===== src/hw/rtl/irlin_pkg.sv =====
`timescale 1ns / 1ps
// ----------------------------------------------------------------------------
// irlin_pkg
// shared constants and the voltage/distance breakpoint tables of the
// ir ranger linearizer
// ----------------------------------------------------------------------------
package irlin_pkg;

	// distance result width (mm, up to 1500)
	localparam int MmW = 11;
	// width of the volts-per-code scale factor
	localparam int VoltW = 10;
	// volts per adc code in unsigned q2.16 (about 0.01289 V)
	localparam logic [VoltW-1:0] VoltPerCode = 10'd845;
	// smallest voltage gap in q2.16 (about 0.0001 V)
	localparam logic [2:0] GapFloor = 3'd7;
	// width of one stored breakpoint voltage
	localparam int PtW = 18;
	// index width covering the largest supported table
	localparam int TblIdxW = 5;
	// entries in the queue between classifier and arithmetic
	localparam int QueueDepth = 4;

	// breakpoint voltages, descending, q2.16; unused entries read as zero
	function automatic logic [PtW-1:0] volt_pt(input logic [TblIdxW-1:0] idx);
		logic [PtW-1:0] r;
		unique case (idx)
			5'd0: r = 18'd167117;
			5'd1: r = 18'd131072;
			5'd2: r = 18'd98304;
			5'd3: r = 18'd79954;
			5'd4: r = 18'd63570;
			5'd5: r = 18'd55706;
			5'd6: r = 18'd47186;
			5'd7: r = 18'd43909;
			5'd8: r = 18'd41288;
			5'd9: r = 18'd38011;
			5'd10: r = 18'd34079;
			5'd11: r = 18'd32768;
			5'd12: r = 18'd30802;
			5'd13: r = 18'd26214;
			default: r = '0;
		endcase
		return r;
	endfunction

	// breakpoint distances in mm; unused entries read as zero
	function automatic logic [MmW-1:0] mm_pt(input logic [TblIdxW-1:0] idx);
		logic [MmW-1:0] r;
		unique case (idx)
			5'd0: r = 11'd200;
			5'd1: r = 11'd300;
			5'd2: r = 11'd400;
			5'd3: r = 11'd500;
			5'd4: r = 11'd600;
			5'd5: r = 11'd700;
			5'd6: r = 11'd800;
			5'd7: r = 11'd900;
			5'd8: r = 11'd1000;
			5'd9: r = 11'd1100;
			5'd10: r = 11'd1200;
			5'd11: r = 11'd1300;
			5'd12: r = 11'd1400;
			5'd13: r = 11'd1500;
			default: r = '0;
		endcase
		return r;
	endfunction

endpackage


===== src/hw/rtl/irlin_front.sv =====
`timescale 1ns / 1ps
// ----------------------------------------------------------------------------
// irlin_front
// scales each adc code to a voltage and picks its table segment
// ----------------------------------------------------------------------------
module irlin_front import irlin_pkg::*; #(
	parameter int TABLE_POINTS = 14,
	parameter int CHANNELS = 4,
	parameter int ADC_BITS = 8,
	localparam int VW = ADC_BITS + VoltW,
	localparam int IW = $clog2(TABLE_POINTS),
	localparam int EW = VW + IW + 1
) (
	input  logic                         clk,
	input  logic                         arst_n,
	input  logic                         in_valid,
	output logic                         in_ready,
	input  logic [CHANNELS*ADC_BITS-1:0] in_data,
	output logic                         out_valid,
	input  logic                         out_ready,
	output logic [CHANNELS*EW-1:0]       out_data
);

	logic                   valid_s1;
	logic [CHANNELS*EW-1:0] ent_s1;
	logic [CHANNELS*EW-1:0] ent_d;

	for (genvar c = 0; c < CHANNELS; c++) begin : g_ch
		logic [ADC_BITS-1:0] code;
		logic [VW-1:0]       v;
		logic [IW-1:0]       idx;
		logic                far;

		always_comb begin
			code = in_data[c*ADC_BITS +: ADC_BITS];
			v = VW'(code) * VW'(VoltPerCode);
			// first point below the voltage wins: scan down so lower indexes override
			idx = IW'(1);
			far = 1'b1;
			for (int i = TABLE_POINTS - 1; i >= 1; i--) begin
				if (v > VW'(volt_pt(TblIdxW'(i)))) begin
					idx = IW'(i);
					far = 1'b0;
				end
			end
		end

		assign ent_d[c*EW +: EW] = {far, idx, v};
	end

	assign in_ready  = !valid_s1 || out_ready;
	assign out_valid = valid_s1;
	assign out_data  = ent_s1;

	always_ff @(posedge clk or negedge arst_n) begin
		if (!arst_n) begin
			valid_s1 <= 1'b0;
		end else if (in_ready) begin
			valid_s1 <= in_valid;
		end
	end

	always_ff @(posedge clk) begin
		if (in_valid && in_ready) begin
			ent_s1 <= ent_d;
		end
	end

endmodule


===== config.mk =====
export PLATFORM = sky130hd
export DESIGN_NAME = irlin_front
export DESIGN_NICKNAME = d
export VERILOG_FILES = /design/src/hw/rtl/irlin_pkg.sv /design/src/hw/rtl/irlin_front.sv
export SDC_FILE = /design/constraint.sdc
export NUM_CORES = 1
export LEC_CHECK = 0
export ABC_AREA = 1
export BUFFER_PORTS_ARGS = -buffer_cell sky130_fd_sc_hd__clkbuf_2
export CORE_MARGIN = 2
export CORE_UTILIZATION = 30
export CTS_BUF_LIST = sky130_fd_sc_hd__clkbuf_8
export DETAILED_ROUTE_END_ITERATION = 16
export PLACE_DENSITY = 0.46
export RECOVER_POWER = 50
export REMOVE_ABC_BUFFERS = 1
export SETUP_SLACK_MARGIN = 0.2
export SLEW_MARGIN = 20
export SYNTH_ARGS = -nofsm -noshare
export SYNTH_HDL_FRONTEND = slang
export SYNTH_SLANG_ARGS = --single-unit

===== constraint.sdc =====
create_clock -name clk -period 15.81 [get_ports clk]
set_input_delay 3.162 -clock clk [delete_from_list [all_inputs] [get_ports clk]]
set_output_delay 3.162 -clock clk [all_outputs]
set_load 0.01 [all_outputs]

# Yosys cells after proc, flatten, opt, wreduce, memory -nomap -nowiden
# Cells that the tools add are included.
# op_classes
n_lt_le_gt_ge	52
multipliers	4
reduce_logical	15
n_mux	52
# ops
operator	count
$gt A18 B16 Y1 const B	32
$gt A18 B15 Y1 const B	8
$gt A18 B17 Y1 const B	8
$mux W4	24
$gt A18 B18 Y1 const B	4
$mul A8 B10 Y18 const B	4
$mux W3	16
$reduce_or A12 Y1	4
$reduce_or A7 Y1	4
$mux W2	8
$reduce_or A3 Y1	4
$mux W1	4
$logic_and A1 B1 Y1	1
$logic_not A1 Y1	1
$logic_or A1 B1 Y1	1
# word_totals
output_inout_bits	94
ff_bits	93
inputBits	36

# Longest topological paths before layout
# Gate-level depths: netlist of the first run.
# depth
word_depth	14
depth_mapped	32

# Worst setup path after synthesis of the first run
# OpenSTA, ideal clock, no wires.
# synth_path
path_type	input to register
start	input port in_valid
end	register ent_s1[0] (netlist: out_data[0]) (enable)
path_buffers	0
slack_ns	7.589
cell_stages	2
arrival_ns	7.648
required_time_ns	15.237
path_cell_list	inv_1 a21oi_1
# synth_via
elab_chain_len	1
# synth_lines
element	line_no	rtl
from (decl)	irlin_front.sv:16	input logic in_valid,
$logic_and A1 B1 Y1	irlin_front.sv:64	if (in_valid && in_ready) begin
to (signal assigned)	irlin_front.sv:65	ent_s1 <= ent_d;
to (decl)	irlin_front.sv:25	logic [CHANNELS*EW-1:0] ent_s1;
# Every way passes these cells.
# A chain may end at the register's enable or synchronous reset.

# Worst setup path in the final report of the first run
# layout_path
start	input port in_data[9]
end	register ent_s1[41] (netlist: out_data[41]) (data pin)
# layout_via
elab_chain_len	13
elab_cells_between_ends	24
classes_between	mul (1); order compare (12); mux (11)
# layout_lines
element	line_no	rtl
from (decl)	irlin_front.sv:18	input logic [CHANNELS*ADC_BITS-1:0] in_data,
$mul A8 B10 Y18 *	irlin_front.sv:36	v = VW'(code) * VW'(VoltPerCode);
net g_ch[1].v[5]	irlin_front.sv:30	logic [VW-1:0] v;
$gt A18 B15 Y1	irlin_front.sv:41	if (v > VW'(volt_pt(TblIdxW'(i)))) begin
$mux W4 (5 in a row)	irlin_front.sv:41	
$mux W3 (4 in a row)	irlin_front.sv:41	
$mux W2 (2 in a row)	irlin_front.sv:41	
# Mark *: on every way through the listed nets, which the timed path passes. The rest lies on a longest branch.

==> metrics.md, run 1 <==
| Metric | Value |
|---|---|
| Placed cell areas | 0.0138 mm^2 |
| Async SR Flop Fraction | 0.0108 |
| Longest Clk Path Bufs | 2 |
| RSZ-0062 raised after global routing | no |
| Vias per cell | 4.72 |
| Quantity of hold-fixing buffers added after cts | 0 |
| Maximum capacitance violations | 1 |
| Overall routed net length | 34000 um |
| Wire per inst | 14.6 um |
| Gate count of the mapped netlist | 1659 |
| Die Wd | 208 um |
| Cell Pwr Density | 173 mW/mm^2 |
| Worst supply voltage drop on vdd | 47.2 uV |
| FF/Latch Area | 0.00279 mm^2 |
| Residual overflow from global routing | 0 |
| Slew at the pin closest to its max-slew limit | 2.33 ns |
| # Post-CTS Setup Buffers | 0 |
| Run status | finished with violations |
| Beginning of the critical path | in_data[9] |
| Data required time of the critical path | 16.00 ns |
| Crit-path most repeated cell | nand2_1 |
| Clock latency reported for the late side of the worst-skew pair | 0.44 ns |
| First-pass GRT wire length | 57400 um |
| Number of different library cells in the post-synthesis netlist | 52 |
| Hold Crit Class | reg2reg |
| Pin count of the biggest net entering global routing | 52 |
| Final antenna-violating net count | 0 |
| Initial standard-cell utilization of the core | 0.305 |
| Worst slew margin relative to its limit | -0.552 |
| Fin nets | 2094 |
| Critical Path Slowest Stage Cell | fa_1 |
| Number of buffers created by CTS | 9 |
| Setup CP Type | in2reg |
| CTS tree | built |
| Layout Cell Area excl Fill | 0.0139 mm^2 |
| Total half-perimeter wirelength after legalization and detailed placement | 28700 um |
| Resized Gates After CTS | 0 |
| Port-buffer cells | 129 |
| Maximum clock frequency | 0.133 GHz |
| Die outline area | 0.0433 mm^2 |
| Yosys warning total | 0 |
| WP data arrival | 7.73 ns |
| Beginning of the worst register-to-register path | out_valid$_DFFE_PN0N_ |
| Static leakage power | 7.02 nW |
| P&R area growth vs syn | 11.4% |
| Die height | 208 um |
| Cell at the root of the clock tree | clkbuf_8 |
| Drt initial violations | 447 |
| Setup-failing EPs final | 0 |
| Ports placed on the boundary | 130 |
| Layout Skew | 0.0165 ns |
| Slowest cell delay on critical path | 0.68 ns |
| Total Negative Setup Slacks | 0 ns |
| Final Critical Period | 7.54 ns |
| Element type at the critical path end | flip-flop |
| Detailed-route DRC error count | 0 |
| CTS H-Tree Depth | 3 |
| Fillers | 4435 |
| Number of clock sinks | 93 |
| Number of vias in the routed layout | 11041 |
| Final Slew Violations | 43 |
| Number of iterations in the first detailed-routing pass | 5 |
| Flop and latch count out of synthesis | 93 |
| Hold Startpoint | out_valid$_DFFE_PN0N_ |
| Portion of the post-synthesis area used by sequential elements | 0.223 |
| Antenna violations before repair | 0 |
| Number of global-route vias before repair | 11214 |
| CTS clk-pin slew, worst paths | 0.11 ns |
| Largest delay contributor family on the critical path | adder cells |
| Mapped Area | 0.0125 mm^2 |
| Share of post-route cells with drive strength above 1 | 0.0864 |
| Element type at the critical path start | input port |
| Failing checks | max-capacitance violations, max-slew violations |
| Area used by multi-input combinational logic | 0.00859 mm^2 |
| CORE AREA | 0.0410 mm^2 |
| Tot GR Track Use | 0.164 |
| Antenna Cells | 0 |
| Std cell rows | 74 |
| GP Congestion | 0.849 |
| Final clock period utilization by the worst path | 0.477 |
| Post-synth EDFFs | 92 |
| Crit path buf inv count | 6 |
| Number of failing hold endpoints at the final stage | 0 |
| Maximum net fanout on the critical path | 12 |
| Average instance area after synthesis | 7.53 um^2 |
| Leading register cell type out of synthesis | edfxtp_1 |
[power by group]
group | internal (W) | total (W) | switching [W]
Clock | 0.0000879 | 0.000185 | 0.0000973
Sequential | 0.000388 | 0.000409 | 0.0000217
Combinational | 0.000569 | 0.00181 | 0.00124
[path summary, 6_finish.rpt]
check | slack (ns) | end | cells past startpoint
max | 8.27 | out_data[41]$_SDFFCE_PP1P_ | 30
min | 0.63 | out_valid$_DFFE_PN0N_ | 2
max reg2reg | 12.35 | out_data[35]$_DFFE_PP_ | 3
min reg2reg | 0.63 | out_valid$_DFFE_PN0N_ | 2
max in group asynchronous | 13.23 | out_valid$_DFFE_PN0N_ | 1
min in group asynchronous | 2.47 | out_valid$_DFFE_PN0N_ | 1
[cells in the final DEF (no fill, tap or decap), types with 9 or more instances in the layout]
| cell | instances |
|---|---|
| clkbuf_2 | 34 |
| nor2_2 | 12 |
| nand4_1 | 36 |
| nand2_2 | 29 |
| a31oi_1 | 18 |
| inv_1 | 278 |
| edfxtp_1 | 92 |
| a21oi_1 | 48 |
| nor2_1 | 154 |
| nor3_1 | 38 |
| clkbuf_8 | 9 |
| nand3_1 | 112 |
| nand3_2 | 10 |
| clkbuf_1 | 96 |
| ha_1 | 197 |
| nand3b_1 | 12 |
| inv_2 | 23 |
| o21ai_0 | 34 |
| nand2_1 | 413 |
| fa_1 | 60 |
[flip-flops by register name, summed over array words and instances (netlist names)]
| name | flops |
|---|---|
| out_data | 92 |
| out_valid | 1 |
[Yosys cell counts (all sizes together), types with 5 or more instances]
| master | count | area share |
|---|---|---|
| a21oi | 52 | 0.022 |
| a31oi | 18 | 0.0090 |
| edfxtp | 92 | 0.22 |
| fa | 60 | 0.096 |
| ha | 197 | 0.20 |
| inv | 301 | 0.090 |
| nand2 | 447 | 0.14 |
| nand3 | 123 | 0.054 |
| nand3b | 12 | 0.0072 |
| nand4 | 36 | 0.018 |
| nor2 | 173 | 0.059 |
| nor3 | 41 | 0.018 |
| o21ai | 39 | 0.016 |
| o21bai | 5 | 0.0030 |
| o31ai | 7 | 0.0042 |
| or2 | 8 | 0.0042 |
| xnor2 | 5 | 0.0035 |
| xor2 | 10 | 0.012 |
[worst register-to-register path, cell delays in order, from the launching register on]
cell and delay (ns):
dfrtp_1 0.44, a21oi_4 0.15, clkbuf_1 1.66, buf_4 0.81
[per-layer routing]
layer	up-vias	GRT usage	share of wire
met5	-	0	0
met4	0	0.0442	0.015
met3	26	0.0257	0.032
met2	183	0.280	0.47
met1	5086	0.214	0.49
li1	5746	-	-
[cells by family (layout without fill, tap and decap cells)]
kind of cell               after synthesis  count (layout)  share of synthesized area
DFF                                     93              93                      0.223
and+or+nand+nor                        849             849                      0.308
adders and majority gates              257             257                      0.293
xor gates and xnor gates                15              15                     0.0150
buffers and inverters                  301             447                     0.0904
AOI/OAI and AO/OA                      144             144                     0.0700
[through the flow]
stage	hold WS (ns)	util	setup WS, ns	power [W]	std cells
finish	0.631	0.340	8.27	0.00241	2337
global route	0.705	0.340	7.76	0.00271	2337
CTS	0.648	0.343	8.61	0.00244	2337
detailed placement	0.621	0.337	8.13	0.00224	2322
global placement	0.602	0.337	8.11	0.00225	2322
floorplan	0.609	-	7.59	0.00177	1659
[cell type report]
class	count	area share
multi-input combinational	1265	0.617
timing repair buffer	131	0.0386
clock buffer	9	0.00889
inverter	301	0.0811
clock inverter	6	0.00638
sequential	93	0.200
tap	532	0.0478
Power figures use the tool's default switching activity.
==> inputs of run 2 (changes only) <==
PLACE_DENSITY = 0.48   (was 0.46)
clock period = 6.1 ns   (was 15.81 ns; I/O delays follow)
==> run 2 against run 1 <==
Compared with the run above: the flow still finishes with violations (max-capacitance violations, max-slew violations); register-to-register slack lost 9.8 ns; sequential share of layout area about the same; combinational power grew to 2.6 times the previous value; final cell count up 0.39%; first-iteration DRC count is 12% higher; flip-flop and latch count did not move; die area unchanged; non-clock buffer count is 8 higher; clock skew decreased by 0.0014 ns; core utilization is essentially flat; wire length grew 1.1%.
==> metrics.md, run 2 (same netlist as run 1, synthesis figures left out) <==
| Metric | Value |
|---|---|
| Drt initial violations | 499 |
| Element type at the critical path end | flip-flop |
| Total half-perimeter wirelength after legalization and detailed placement | 29100 um |
| Switching power summed over all nets | 0.00351 W |
| Final antenna-violating net count | 0 |
| Number of global-route vias before repair | 11574 |
| GP Congestion | 0.849 |
| Number of buffers created by CTS | 9 |
| CORE AREA | 0.0410 mm^2 |
| Final core occ | 0.339 |
| Power share of the clock group | 0.063 |
| Number of clock sinks | 93 |
| Antenna Cells | 0 |
| Initial standard-cell utilization of the core | 0.305 |
| Longest Clk Path Bufs | 2 |
| Maximum clock frequency | 0.187 GHz |
| Resized Gates After CTS | 0 |
| Gate power share | 0.763 |
| CTS clk-pin slew, worst paths | 0.10 ns |
| Static leakage power | 7.02 nW |
| Crit-path most repeated cell | nand2_1 |
| Fin nets | 2102 |
| Cell Pwr Density | 441 mW/mm^2 |
| Die height | 208 um |
| Cell-internal power | 0.00262 W |
| Maximum net fanout on the critical path | 7 |
| Antenna violations before repair | 0 |
| Leading cell type in the layout, fill and taps excluded | nand2_1 |
| Detailed-route DRC error count | 0 |
| Worst-case setup margin in the final layout | 0.763 ns |
| Run status | finished with violations |
| Final Slew Violations | 37 |
| Data required time of the critical path | 6.30 ns |
| Number of iterations in the first detailed-routing pass | 5 |
| Share of post-route cells with drive strength above 1 | 0.0843 |
| Setup-failing EPs final | 0 |
| Clock latency reported for the late side of the worst-skew pair | 0.43 ns |
| Critical Path Slowest Stage Cell | fa_1 |
| Std cell rows | 74 |
| Pre-CTS WS | 0.354 ns |
| P&R area growth vs syn | 11.3% |
| Pin count of the biggest net entering global routing | 58 |
| Final clock period utilization by the worst path | 0.875 |
| Slew at the pin closest to its max-slew limit | 2.16 ns |
| Beginning of the worst register-to-register path | out_valid$_DFFE_PN0N_ |
| Quantity of hold-fixing buffers added after cts | 0 |
| Vias per cell | 4.76 |
| RSZ-0062 raised after global routing | no |
| WP data arrival | 5.53 ns |
| Setup CP Type | in2reg |
| Cell at the root of the clock tree | clkbuf_8 |
| Number of vias in the routed layout | 11157 |
| Layout Skew | 0.0151 ns |
| Sum of internal, switching and leakage power | 0.00613 W |
| Sequential group share of total power | 0.174 |
| Worst supply voltage drop on vdd | 114 uV |
| Fillers | 4468 |
| Residual overflow from global routing | 0 |
| CTS tree | built |
| First-pass GRT wire length | 58300 um |
| # Post-CTS Setup Buffers | 0 |
| Net Sw Frac | 0.572 |
| Maximum capacitance violations | 1 |
| Failing checks | max-capacitance violations, max-slew violations |
| Worst slew margin relative to its limit | -0.437 |
| Number of failing hold endpoints at the final stage | 0 |
| Port-buffer cells | 129 |
| CTS H-Tree Depth | 3 |
| Commonest cells after routing, fill and taps aside | 413 x nand2_1, 280 x inv_1, 197 x ha_1 |
| Final Critical Period | 5.34 ns |
| Overall routed net length | 34400 um |
| Ports placed on the boundary | 130 |
| Slowest cell delay on critical path | 0.66 ns |
| Element type at the critical path start | input port |
| Wire per inst | 14.7 um |
| Placed cell areas | 0.0139 mm^2 |
| Number of flip-flops in the largest register | 92 |
| Worst reg-to-reg path cell count | 3 |
| Die Wd | 208 um |
| Register-to-register setup slack | 2.58 ns |
| Layout Cell Area excl Fill | 0.0139 mm^2 |
| Hold Crit Class | in2async |
| Die outline area | 0.0433 mm^2 |
| End of the worst register-to-register path | out_data[56]$_DFFE_PP_ |
| Tot GR Track Use | 0.167 |
==> run 2: cell types whose count changed in the layout (fill, tap and decap cells not counted) <==
cell	before	now
inv_1	278	280
clkinv_4	1	0
bufinv_16	2	0
buf_4	1	3
clkinv_1	0	2
clkbuf_2	34	32
clkbuf_1	96	104
==> run 2: through the flow <==
stage               cells  hold WS [ns]  TNS (ns)
floorplan            1659         0.609    -16.43
global placement     2330         0.852         0
detailed placement   2330         0.861         0
CTS                  2346         0.510         0
global route         2346         0.553         0
finish               2346         0.594         0
==> run 2: worst max path at each step <==
stage / from / endpoint / slack [ns]
2_1_floorplan: in_valid / out_data[0]$_DFFE_PP_ / -0.18
3_3_place_gp: in_data[29] / out_data[87]$_SDFFCE_PP1P_ / 0.37
3_5_place_dp: in_data[6] / out_data[18]$_SDFFCE_PP1P_ / 0.35
4_1_cts: in_data[5] / out_data[18]$_SDFFCE_PP1P_ / 0.85
5_1_grt: in_data[24] / out_data[87]$_SDFFCE_PP1P_ / 0.34
6_report: in_data[9] / out_data[41]$_SDFFCE_PP1P_ / 0.76
==> run 2: cell type report <==
type / instances / area, um^2 / share of cell area
clock buffers: 9 / 124 / 0.00891
clock inverters: 7 / 35.0 / 0.00252
inverters: 301 / 1130 / 0.0812
multi-input cells: 1265 / 8590 / 0.618
flip-flops and latches: 93 / 2790 / 0.200
well taps: 532 / 666 / 0.0479
repair buffers: 139 / 573 / 0.0412
==> run 2: routing by layer <==
metal  vias to the layer above  routed length, um  track usage
met2                       212              16200        0.287
met3                        40               1260       0.0237
met4                         0                646       0.0528
li1                       5754                  -            -
met1                      5151              16300        0.215
met5                         -                  0            0
==> run 2: worst max-delay path, delay by kind of cell <==
| family | cells | cell delay [ns] |
|---|---|---|
| and+or+nand+nor | 18 | 1.23 |
| AOI/OAI and AO/OA | 1 | 0.23 |
| adders and majority gates | 5 | 1.92 |
| buffers and inverters | 6 | 0.94 |
==> run 2: power by group through the flow <==
| stage | logic (W) | registers [W] | clock network [W] |
|---|---|---|---|
| 2_1_floorplan | 0.00342 | 0.00116 | 0 |
| 3_3_place_gp | 0.00473 | 0.00108 | 0 |
| 3_5_place_dp | 0.00471 | 0.00108 | 0 |
| 4_1_cts | 0.00474 | 0.00107 | 0.000421 |
| 5_1_grt | 0.00540 | 0.00108 | 0.000430 |
| 6_report | 0.00468 | 0.00107 | 0.000387 |
