==> src/hw/rtl/irlin_fifo.sv <==
`timescale 1ns / 1ps
// ----------------------------------------------------------------------------
// irlin_fifo
// small flop-based queue decoupling classifier and arithmetic back end
// ----------------------------------------------------------------------------
module irlin_fifo #(
	parameter int WIDTH = 8,
	parameter int DEPTH = 4,
	localparam int PW = $clog2(DEPTH),
	localparam int CW = $clog2(DEPTH + 1)
) (
	input  logic             clk,
	input  logic             arst_n,
	input  logic             wr_valid,
	output logic             wr_ready,
	input  logic [WIDTH-1:0] wr_data,
	output logic             rd_valid,
	input  logic             rd_ready,
	output logic [WIDTH-1:0] rd_data
);

	logic [WIDTH-1:0] mem_q [DEPTH];
	logic [PW-1:0]    wr_ptr_q;
	logic [PW-1:0]    rd_ptr_q;
	logic [CW-1:0]    count_q;
	logic             push;
	logic             pop;

	assign wr_ready = (count_q != CW'(DEPTH));
	assign rd_valid = (count_q != '0);
	assign rd_data  = mem_q[rd_ptr_q];
	assign push     = wr_valid && wr_ready;
	assign pop      = rd_valid && rd_ready;

	always_ff @(posedge clk or negedge arst_n) begin
		if (!arst_n) begin
			wr_ptr_q <= '0;
			rd_ptr_q <= '0;
			count_q  <= '0;
		end else begin
			if (push) begin
				wr_ptr_q <= (wr_ptr_q == PW'(DEPTH - 1)) ? '0 : wr_ptr_q + PW'(1);
			end
			if (pop) begin
				rd_ptr_q <= (rd_ptr_q == PW'(DEPTH - 1)) ? '0 : rd_ptr_q + PW'(1);
			end
			if (push && !pop) begin
				count_q <= count_q + CW'(1);
			end else if (pop && !push) begin
				count_q <= count_q - CW'(1);
			end
		end
	end

	always_ff @(posedge clk) begin
		if (push) begin
			mem_q[wr_ptr_q] <= wr_data;
		end
	end

endmodule

==> config.mk <==
export PLATFORM = sky130hd
export DESIGN_NAME = irlin_fifo
export DESIGN_NICKNAME = d
export VERILOG_FILES = /design/src/hw/rtl/irlin_fifo.sv
export SDC_FILE = /design/constraint.sdc
export NUM_CORES = 1
export LEC_CHECK = 0
export BUFFER_PORTS_ARGS = -buffer_cell sky130_fd_sc_hd__buf_2
export CAP_MARGIN = 20
export CELL_PAD_IN_SITES_DETAIL_PLACEMENT = 0
export CELL_PAD_IN_SITES_GLOBAL_PLACEMENT = 1
export CORE_MARGIN = 5
export CORE_UTILIZATION = 48
export DETAILED_ROUTE_END_ITERATION = 7
export GPL_TIMING_DRIVEN = 0
export PLACE_DENSITY_LB_ADDON = 0.1
export SYNTH_ARGS = -nofsm -noshare
export SYNTH_HDL_FRONTEND = slang
export SYNTH_SLANG_ARGS = --single-unit
==> constraint.sdc <==
create_clock -name clk -period 2.7 [get_ports clk]
set_input_delay 0.27 -clock clk [delete_from_list [all_inputs] [get_ports clk]]
set_output_delay 0.27 -clock clk [all_outputs]
set_load 0.03 [all_outputs]
# After elaboration in Yosys (flattened, before gate mapping)
# Memories as Yosys holds them, arrays and structs flattened.
# Cells that the tools add are included.
# word_totals
in_bits	12
ramBits	32
regBits	7
mem_count	1
word_cells	25
output_inout_bits	10
# classes
n_eq_ne	3
n_reduce_logical	8
n_mux	6
n_addsub	4
# memory_table
memory	depth	word_bits	rd	rd_clocked_by_memory_dff	wr	line	rtl
mem_q	4	8	1	0	1	22	logic [WIDTH-1:0] mem_q [DEPTH];
# ops
operator	n
$mux W3	2
$add A2 B1 Y2 const B	2
$eq A2 B2 Y1 const B	2
$logic_and A1 B1 Y1	4
$mux W2	2
$add A3 B1 Y3 const B	1
$ne A3 B3 Y1 const B	1
$reduce_bool A3 Y1	1
$sub A3 B1 Y3 const B	1
$logic_not A1 Y1	2
$mux W1	2
$reduce_bool A2 Y1	1

# Depth between registers and ports, before layout
# Gate-level depths: netlist (run 1).
# logic_depth
depth_word	6
depth_mapped	8
mapped_depth_nobuf	8

# Worst setup path after synthesis (run 1)
# OpenSTA, ideal clock, no wires.
# synth_timing
kind	register -> register
from	register count_q[2]
to	register count_q[2]
path_stages_with_launch	9
t_required_ns	2.621
setup_time_ns	0.079
slack_ns	0.685
arrival_time_ns	1.936
cell_sequence	dfrtp_1 > or3_4 > nand2_4 > ha_1 > inv_1 > fa_1 > xor2_1 > nor2_1 > xor2_1
# synth_via
elab_chain_len	5
# synth_lines
element	line	rtl
start, declared	25	logic [CW-1:0] count_q;
start signal, assigned	48	count_q <= count_q + CW'(1);
start signal, assigned	50	count_q <= count_q - CW'(1);
$reduce_bool A3 Y1 *	30	assign rd_valid = (count_q != '0);
named net rd_valid	17	output logic rd_valid,
$logic_and A1 B1 Y1 *	33	assign pop = rd_valid && rd_ready;
$logic_not A1 Y1	47	if (push && !pop) begin
$logic_and A1 B1 Y1	47	
$mux W3 or $reduce_bool A2 Y1 (tied branches)	-	
# Mark *: on every way through the listed nets, which the timed path passes. The rest lies on a longest branch. The select of a mux whose other input is x is not followed.
# A chain may end at the register's enable or synchronous reset.

# Final worst setup path (run 1)
# layout_timing
from	register count_q[2]
to	register count_q[2]
# layout_via
elab_chain_len	5
# layout_lines
element
branches (longest 5 deep; another with $sub A3 B1 Y3)
# Several ways; the timed one is not identified. The select of a mux whose other input is x is not followed.

==> results of run 1 <==
## synthesized netlist by cell type, drive strengths merged
library cell   n
a21boi         1
and2           4
buf            1
clkbuf         1
dfrtp          7
edfxtp        32
fa             1
ha             6
inv            3
mux2           5
mux4           8
nand2          2
nor2           4
or3            1
xnor2          1
xor2           2
## per-layer routing
layer  wire length (um)  GRT usage [%]  up-vias
li1                   -              -      359
met1                970          14.90      373
met2               1261          21.26       19
met3                134          5.657        4
met4                 61          6.835        0
met5                  0              0        -
## power groups by stage
stage,logic (mW),clock network [mW],registers (mW)
finish,0.823,0.268,0.891
global route,0.907,0.318,0.912
CTS,0.843,0.284,0.894
detailed placement,0.840,0,0.908
global placement,0.829,0,0.897
floorplan,0.652,0,0.884
## metrics by stage
stage | power, mW | utilization, % | area, um^2 | hold WS, ns
after CTS | 2.021 | 55.47 | 1822 | 0.1245
after detailed placement | 1.748 | 53.64 | 1762 | 0.1156
after global placement | 1.726 | 53.64 | 1762 | 0.1132
after floorplan | 1.536 | - | 1599 | -0.02559
final | 1.982 | 55.47 | 1822 | 0.1502
after global routing | 2.137 | 55.47 | 1822 | 0.1077
## layout make-up
| class | count | area (um^2) |
|---|---|---|
| clock inverter | 1 | 5.005 |
| multi-input combinational | 35 | 442.9 |
| inverter | 3 | 11.26 |
| tap | 46 | 57.56 |
| sequential | 39 | 1136 |
| fill | 280 | 1463 |
| clock buffer | 7 | 45.04 |
| buffer | 2 | 8.758 |
| timing repair buffer | 22 | 115.1 |
## sequential cells by signal, indices dropped and copies added, names as in the netlist
name      flops
mem_q        32
count_q       3
rd_ptr_q      2
wr_ptr_q      2
## cell families (layout without fill, tap and decap cells)
logic type | after synthesis | after routing | share of synthesized area [%]
DFF | 39 | 39 | 71.05
muxes | 13 | 13 | 15.26
and+or+nand+nor | 11 | 11 | 4.146
adders and majority gates | 7 | 7 | 5.947
buffers and inverters | 5 | 35 | 1.251
xor gates and xnor gates | 3 | 3 | 1.643
AOI/OAI and AO/OA | 1 | 1 | 0.7042
## cell usage in the layout (no fill, tap or decap), types with 2 or more instances in the layout
| master | Yosys | routed |
|---|---|---|
| mux2_2 | 3 | 3 |
| buf_2 | 1 | 22 |
| dfrtp_1 | 7 | 7 |
| nor2_1 | 4 | 4 |
| mux4_2 | 8 | 8 |
| inv_1 | 3 | 3 |
| clkbuf_4 | 0 | 5 |
| xor2_1 | 2 | 2 |
| ha_1 | 6 | 6 |
| clkbuf_1 | 1 | 3 |
| edfxtp_1 | 32 | 32 |
| and2_1 | 4 | 4 |
| mux2_4 | 2 | 2 |
## worst max-delay path by stage
stage                          start    endpoint  depth (start not counted)
after global routing      count_q[2]  count_q[2]                          8
after global placement    count_q[0]  count_q[2]                          8
after CTS                 count_q[2]  count_q[2]                          8
after floorplan           count_q[2]  count_q[2]                          8
after detailed placement  count_q[2]  count_q[2]                          8
final                     count_q[2]  count_q[2]                          8
==> results.md, run 1 <==
STA:
- In the final timing run, aggregate negative setup slack is 0 ns.
- The relative max-transition margin is between 60% and 70%.
- Counting I/O delays and the setup requirement, the final critical path takes between 2 and 2.5 ns.
- The peak clock frequency supported by timing is 0.4806 GHz.
- The final setup violation count is 0.
- The fraction of the cycle the final worst path needs is between 70% and 80%.
- Setup repair after global routing left no endpoint under its margin.
- For the pin with the worst max-slew slack, the measured transition is about 0.56 ns.
- Between clock sinks in the finished design, the worst skew comes to between 0.003 and 0.004 ns.
- The number of hold-slack violations in the final timing report is 0.
- The max-slew violation count came to 0.
- Setup slack on the critical path of the routed design comes to around 0.62 ns.

Global routing:
- The number of antenna violations at the first check in global routing is 0.
- The largest net degree at the start of global routing is 12.
- Global routing finished with a remaining overflow of 0.
- The via count of the first global-routing pass is about 850.
- The global-route wire length before repair is 4057 um.
- The global-route total usage across every layer is roughly an eighth.

Worst setup path:
- STA classifies the critical path endpoint as a register.
- For the worst setup path, the data required time is about 3 ns.
- The combined buffer and inverter count along the critical path is 1.
- The number of cells traversed by the worst register-to-register path is 8.
- The worst register-to-register path ends at count_q[2].
- The largest fanout of any net on the critical path is 4.
- The category of the most critical setup path is reg2reg.
- The slowest stage of the critical path is the dfrtp_1 cell.
- The startpoint of the worst register-to-register path is count_q[2].
- Traced cell by cell, the critical path runs through or3_4 -> nand2_4 -> ha_1 -> inv_1 -> fa_1 -> xor2_1 -> nor2_1 -> xor2_1.
- Data on the critical path arrives at its endpoint at around 2.3 ns.
- In this design, the stage delay of the slowest critical-path cell is approximately 0.44 ns.
- STA classifies the critical path startpoint as a register.
- Setup slack on the worst reg-to-reg path comes out at around 0.62 ns.
- The most common cell type on the critical path is xor2_1.
- The dominant delay contributor by cell family on the critical path is simple AND/OR/NAND/NOR gates.

Clock network:
- The clock passes through at most 2 buffers.
- The number of gates resized after cts is 0.
- The hold-fix buffer count after cts is 1.
- TritonCTS built the clock tree.
- TritonCTS created 5 clock buffers.
- The count of buffers added by post-CTS timing repair for setup is 0.
- The later pin in the worst-skew pair is clocked with a latency of approximately 0.33 ns.
- The number of levels the H-tree was split into is 2.
- The root buffer cell chosen for the clock tree is clkbuf_4.
- After clock tree synthesis, the clock-pin slew on the worst setup and hold paths is 0.10 ns.
- The clock sink count is 39.

Synthesis:
- The dominant cell type by area after synthesis is edfxtp_1.
- The combined area of all synthesized cells is between 1500 and 2000 um^2.
- The flip-flop and latch count after synthesis is 39.
- The net count after synthesis is 98.
- The average instance in the mapped netlist occupies just over 20 um^2.
- The netlist uses 18 different library cells.
- For this run, the number of Yosys warnings is 0.
- The synthesized instance count is 79.
- The portion of the post-synthesis area used by sequential elements is between 70 and 80%.
- Sorting the synthesized cells by area gives the leading types as edfxtp_1 60%, mux4_2 11%, dfrtp_1 11%.
- After synthesis, the largest area contributor takes up 60.09% of total cell area.

Power and ir drop:
- The worst vdd rail ir drop is 0.5974 mV.
- The part of the power in the clock network is 13.5%.
- Dividing total power by cell area gives a power density of around 1100 nW/um^2.
- The share of total power dissipated in combinational logic is 41.5%.
- For this design the total switching power over the nets is just over 700 uW.
- The internal power of the cells totals between 1 and 1.5 mW.
- The analysis attributes to cell leakage a power of a little under 0.7 nW.
- Of the total power, the share spent switching nets is 36.22%.
- Sequential cells burn roughly 45% of the power.

Detailed routing:
- The first detailed-routing pass ran for 4 iterations.
- The detailed-route DRC error count is 0.
- The detailed-route wire length per cell is 15.66 um.
- The first routing iteration left 21 violations.
- Wires add up to ~2400 um.
- The overall via count from detail_route is around 760.
- Using the TritonRoute via totals, the vias-per-cell ratio works out to 4.871.
- Once detail routing completed, the nets flagged for antenna violations numbered 0.

Final layout:
- At the end of the flow, the number of nets in the layout was about 130.
- The area added between synthesis and finish is 13.93%.
- After the flow finishes, the layout carries non-filler instances totaling between 150 and 200.
- 0 antenna diodes ended up in the layout.
- In the final layout, the share of cells above drive strength 1 is between 40% and 50%.

Worst hold path:
- The cell depth of the worst min-delay path is 1.
- The class of the worst hold path is in2reg.
- The destination of the worst hold path is mem_q[2][3].
- The worst min-delay path startpoint is wr_data[3].

Floorplan:
- The core outline area is 3284 um^2.
- In this run the horizontal extent of the chip is about 68 um.
- The die extent in y is just under 70 um.
- The die covers 4585 um^2.
- For this configuration, the core starts out at a cell density of about 49%.
- The initialized floorplan defines 21 standard-cell rows.
- 22 I/O pins were placed.

Run status:
- The flow ran to the end, and the final reports show no timing, DRC or antenna violations.

Place:
- The cell total after placement is about 150.
- Detailed placement finished with a half-perimeter wire length of between 1500 and 2000 um.
- The number of buffers inserted by port buffering is 21.
- Before CTS, the worst setup slack after placement is 0.6293 ns.
- The final estimated routing congestion in global placement is ~0.63.

Flow run:
- Across the run, the number of max-cap violations was 0.
Note: power is estimated with default switching activity, not from simulation.
==> run 2: changes to the inputs <==
--- a/config.mk
+++ b/config.mk
@@ -5,12 +5,13 @@
 export SDC_FILE = /design/constraint.sdc
 export NUM_CORES = 1
 export LEC_CHECK = 0
+export ABC_AREA = 1
 export BUFFER_PORTS_ARGS = -buffer_cell sky130_fd_sc_hd__buf_2
 export CAP_MARGIN = 20
 export CELL_PAD_IN_SITES_DETAIL_PLACEMENT = 0
 export CELL_PAD_IN_SITES_GLOBAL_PLACEMENT = 1
 export CORE_MARGIN = 5
-export CORE_UTILIZATION = 48
+export CORE_UTILIZATION = 41
 export DETAILED_ROUTE_END_ITERATION = 7
 export GPL_TIMING_DRIVEN = 0
 export PLACE_DENSITY_LB_ADDON = 0.1
==> constraint.sdc (replaced) <==
create_clock -name clk -period 1.8 [get_ports clk]
set_input_delay 0.18 -clock clk [delete_from_list [all_inputs] [get_ports clk]]
set_output_delay 0.18 -clock clk [all_outputs]
set_load 0.03 [all_outputs]
==> results.md, run 2 <==
Run status:
- The flow ran to the end, and the final reports show no timing, DRC or antenna violations.

Place:
- The worst setup slack before clock tree synthesis came to -0.01806 ns (-0.6473 ns).
- The final estimated routing congestion in global placement was 0.6955 (+11%).
- The number of buffers inserted by port buffering is 21 (unchanged).
- The HPWL after detailed placement came to 2171 um (+24%).
- The post-place instance area is 1934 um^2 (+9.8%).

Clock network:
- The clock transition at the registers of the reported paths is 0.07 ns (-0.03 ns).
- TritonCTS built the clock tree.
- The clock latency reported for the late side of the worst-skew pair is 0.28 ns (-0.05 ns).
- The number of clock buffers inserted by TritonCTS came to 5 (unchanged).
- The buffer levels on the longest clock path is 2 (unchanged).
- The number of levels the H-tree was split into was 2 (unchanged).
- The root buffer cell is clkbuf_8.
- The clock sink count is 39 (unchanged).

Floorplan:
- The die extent in y is 75.41 um (+11%).
- The horizontal extent of the die is 75.41 um (+11%).
- The floorplan die area is 5687 um^2 (+24%).
- The core outline area is 4086 um^2 (+24%).
- The number of standard-cell rows in the floorplan is 23 (+9.5%).
- The count of pins on the block boundary is 22 (unchanged).
- The effective utilization at floorplan was 42.93% (-5.8 points).

Detailed routing:
- The total length of routed wires is 3054 um (+26%).
- The detailed-route wire length per cell came to 12.94 um (-17%).
- The overall via count from detail_route is 1093 (+45%).
- The detailed-route DRC error count is 0 (unchanged).
- The count of nets left with antenna violations after detail routing is 0 (unchanged).
- The number of vias per cell after detailed routing is 4.631 (-4.9%).
- The number of DRC markers after the initial detailed-route iteration is 27 (+29%).
- The length of the first detailed-routing pass in iterations is 4 (unchanged).

STA:
- The relative max-transition margin is 46.81% (-16 points).
- Setup repair after global routing could not meet its margin everywhere.
- The peak clock frequency supported by timing was 0.5648 GHz (+18%).
- The time the worst path needs with I/O delays and setup is 1.770 ns (-0.3103 ns).
- The clock skew after layout came to 0.004441 ns (+0.001288 ns).
- The transition time at the pin with the least slew margin is 0.7949 ns (+0.2331 ns).
- The number of hold-slack violations in the final timing report is 0 (unchanged).
- The max-slew violation count is 0 (unchanged).
- The final setup violation count came to 0 (unchanged).
- The worst setup slack after layout is 0.02950 ns (-0.5897 ns).
- The fraction of the cycle the final worst path needs came to 98.36% (+21 points).

Final layout:
- The register ranked first by flip-flop count is mem_q.
- The number of filler instances in the final layout is 380 (+36%).
- The largest registers in the layout are mem_q x32, count_q x3.
- The count of nets after finishing is 204 (+61%).
- The final instance area is 2074 um^2 (+14%).
- The number of flip-flops under the largest register name is 32 (unchanged).
- The post-route core utilization is 50.77% (-4.7 points).
- The library cell used most frequently in the layout, excluding fill and tap cells, is nand2_1.
- The ratio of cells with drive above 1 in the final layout is 25.27% (-15 points).
- The number of antenna cells inserted was 0 (unchanged).
- The area added between synthesis and finish is 18.26%.
- The library cells used most frequently in the layout, excluding fill and tap cells, are 37 x nand2_1, 32 x edfxtp_1, 27 x inv_1.

Synthesis:
- The count of warnings emitted by yosys came to 0 (unchanged).
- The net count after synthesis came to 171 (+74%).
- The combined area of all synthesized cells is 1754 um^2 (+9.7%).
- The synthesized instance count is 152 (+92%).
- Ranked by instance count, the synthesized netlist is headed by 37 x nand2_1, 32 x edfxtp_1, 29 x inv_1, 16 x o211ai_1, 7 x dfrtp_1.
- The number of synthesized flops with an enable pin is 32 (unchanged).
- edfxtp_1 takes more of the synthesized area than any other cell.
- The share of Yosys cell area claimed by the top area cell type is 54.78% (-5.3 points).
- The fraction of registers with async set/reset was 17.95% (unchanged).
- The distinct cell type count after synthesis is 16 (-2).
- The flip-flop and latch count after synthesis came to 39 (unchanged).
- The average footprint of a synthesized cell is 11.54 um^2 (-43%).
- The portion of the post-synthesis area used by sequential elements was 64.76% (-6.3 points).
- Yosys instantiated no cell more often than nand2_1.
- The most used flip-flop cell after synthesis is edfxtp_1.
- By area the synthesized netlist is led by edfxtp_1 55%, dfrtp_1 10%, nand2_1 7.9%.

Global routing:
- The via count of the first global-routing pass is 1175 (+38%).
- The global-route wire length before repair is 5244 um (+29%).
- The number of antenna violations at the first check in global routing was 0 (unchanged).
- The largest net degree at the start of global routing is 13 (+1).
- The leftover overflow at the end of global routing is 0 (unchanged).
- The global-route total usage across every layer is 12.53% (-0.69 points).

Worst setup path:
- The category of the most critical setup path is reg2reg.
- The most common cell type on the critical path is inv_1.
- The largest individual stage delay along the critical path comes from the cell fa_1.
- The worst-case register-to-register setup slack was 0.03 ns (-0.59 ns).
- STA classifies the critical path endpoint as a register.
- The required time of the critical path is 1.96 ns (-0.99 ns).
- The category of the worst setup path launch point is a register.
- The delay of the slowest cell on the worst path was 0.42 ns (-0.02 ns).
- The arrival time at the worst endpoint is 1.93 ns (-0.41 ns).
- Walking the worst path, the cells encountered are inv_2 -> nand3_4 -> nand2_4 -> inv_1 -> ha_1 -> inv_1 -> fa_1 -> nand2_1 -> o21ai_0.
- The largest fanout of any net on the critical path was 7 (+3).

Worst hold path:
- The class of the worst hold path is in2reg.

Power and ir drop:
- The total power came to 3.519 mW (+77%).
- The static leakage power is 0.9097 nW (+33%).
- The worst vdd rail ir drop is 0.8041 mV (+35%).
- The total power per unit cell area was 1696 nW/um^2 (+56%).

Flow run:
- The number of max-capacitance violations reported is 0 (unchanged).
==> run 2: cell count changes in the layout (fill, tap and decap cells not counted), sizes merged, moves of 5 or more <==
cell    before  now
nand2        2   39
inv          3   30
o211ai       0   16
buf         22   30
mux4         8    0
nand3        0    7
mux2         5    0
==> run 2: power breakdown <==
group,switching [mW],total [mW],leakage (nW),internal [mW]
combinational,1.07,1.66,0.485,0.584
sequential,0.0985,1.32,0.377,1.22
clock,0.280,0.545,0.0477,0.265
==> run 2: final cells by class <==
type | instances | area (um^2) | share of cell area, %
plain buffers | 5 | 56.30 | 2.714
repair buffers | 26 | 145.1 | 6.996
flip-flops and latches | 39 | 1137 | 54.83
clock inverters | 3 | 15.01 | 0.7238
clock buffers | 5 | 68.82 | 3.317
well taps | 50 | 62.56 | 3.016
multi-input cells | 78 | 476.7 | 22.98
inverters | 30 | 112.6 | 5.428
==> run 2: repair_timing <==
item                                    4_1_cts  5_1_grt
resized for setup                             1        5
cloned                                        0        0
hold buffers                                  1        0
setup buffers                                 0        4
pin swaps                                     0        1
endpoints found under the setup margin        1       26
endpoints found under the hold margin         7        0
==> run 2: cell families (layout without fill, tap and decap cells) <==
kind of cell             count (synthesis)  after routing  share of synthesized area, %
adder cells (fa/ha/maj)                  7              7                         5.421
flip-flops                              39             39                         64.76
AND/OR/NAND/NOR                         53             53                         12.55
XOR/XNOR                                 1              1                        0.4994
buffers and inverters                   35             69                         9.628
AO/OA/AOI/OAI                           17             17                         7.133
==> run 2: per-layer routing <==
layer	vias to the layer above	share of wire [%]	GRT usage [%]
met5	-	0	0
met4	0	1.4	3.883
met3	5	4.1	4.090
met2	19	49	21.38
met1	500	46	15.08
li1	569	-	-
==> run 2: metrics by stage <==
step	hold WS, ns	TNS [ns]	std cells
after CTS	0.09457	0	232
after floorplan	-0.1156	-0.01080	152
final	0.1093	0	236
after global placement	0.02073	0	223
after detailed placement	0.02279	-0.01806	223
after global routing	0.09587	-0.1429	236
==> run 2: worst paths after layout <==
check | end | startpoint | cells after the start
setup / recovery | count_q[1] | count_q[1] | 9
hold / removal | mem_q[2][4] | wr_data[4] | 1
setup reg to reg | count_q[1] | count_q[1] | 9
hold reg to reg | wr_ptr_q[1] | wr_ptr_q[1] | 2
max in group asynchronous | count_q[0] | arst_n | 2
min in group asynchronous | count_q[2] | arst_n | 2
==> run 2: worst max-delay path, delay by kind of cell (launching register included) <==
family | cells | cell delay [ns]
adder cells (fa/ha/maj) | 2 | 0.63
AO/OA/AOI/OAI | 1 | 0.08
AND/OR/NAND/NOR | 3 | 0.30
flip-flops | 1 | 0.39
buffers and inverters | 3 | 0.26
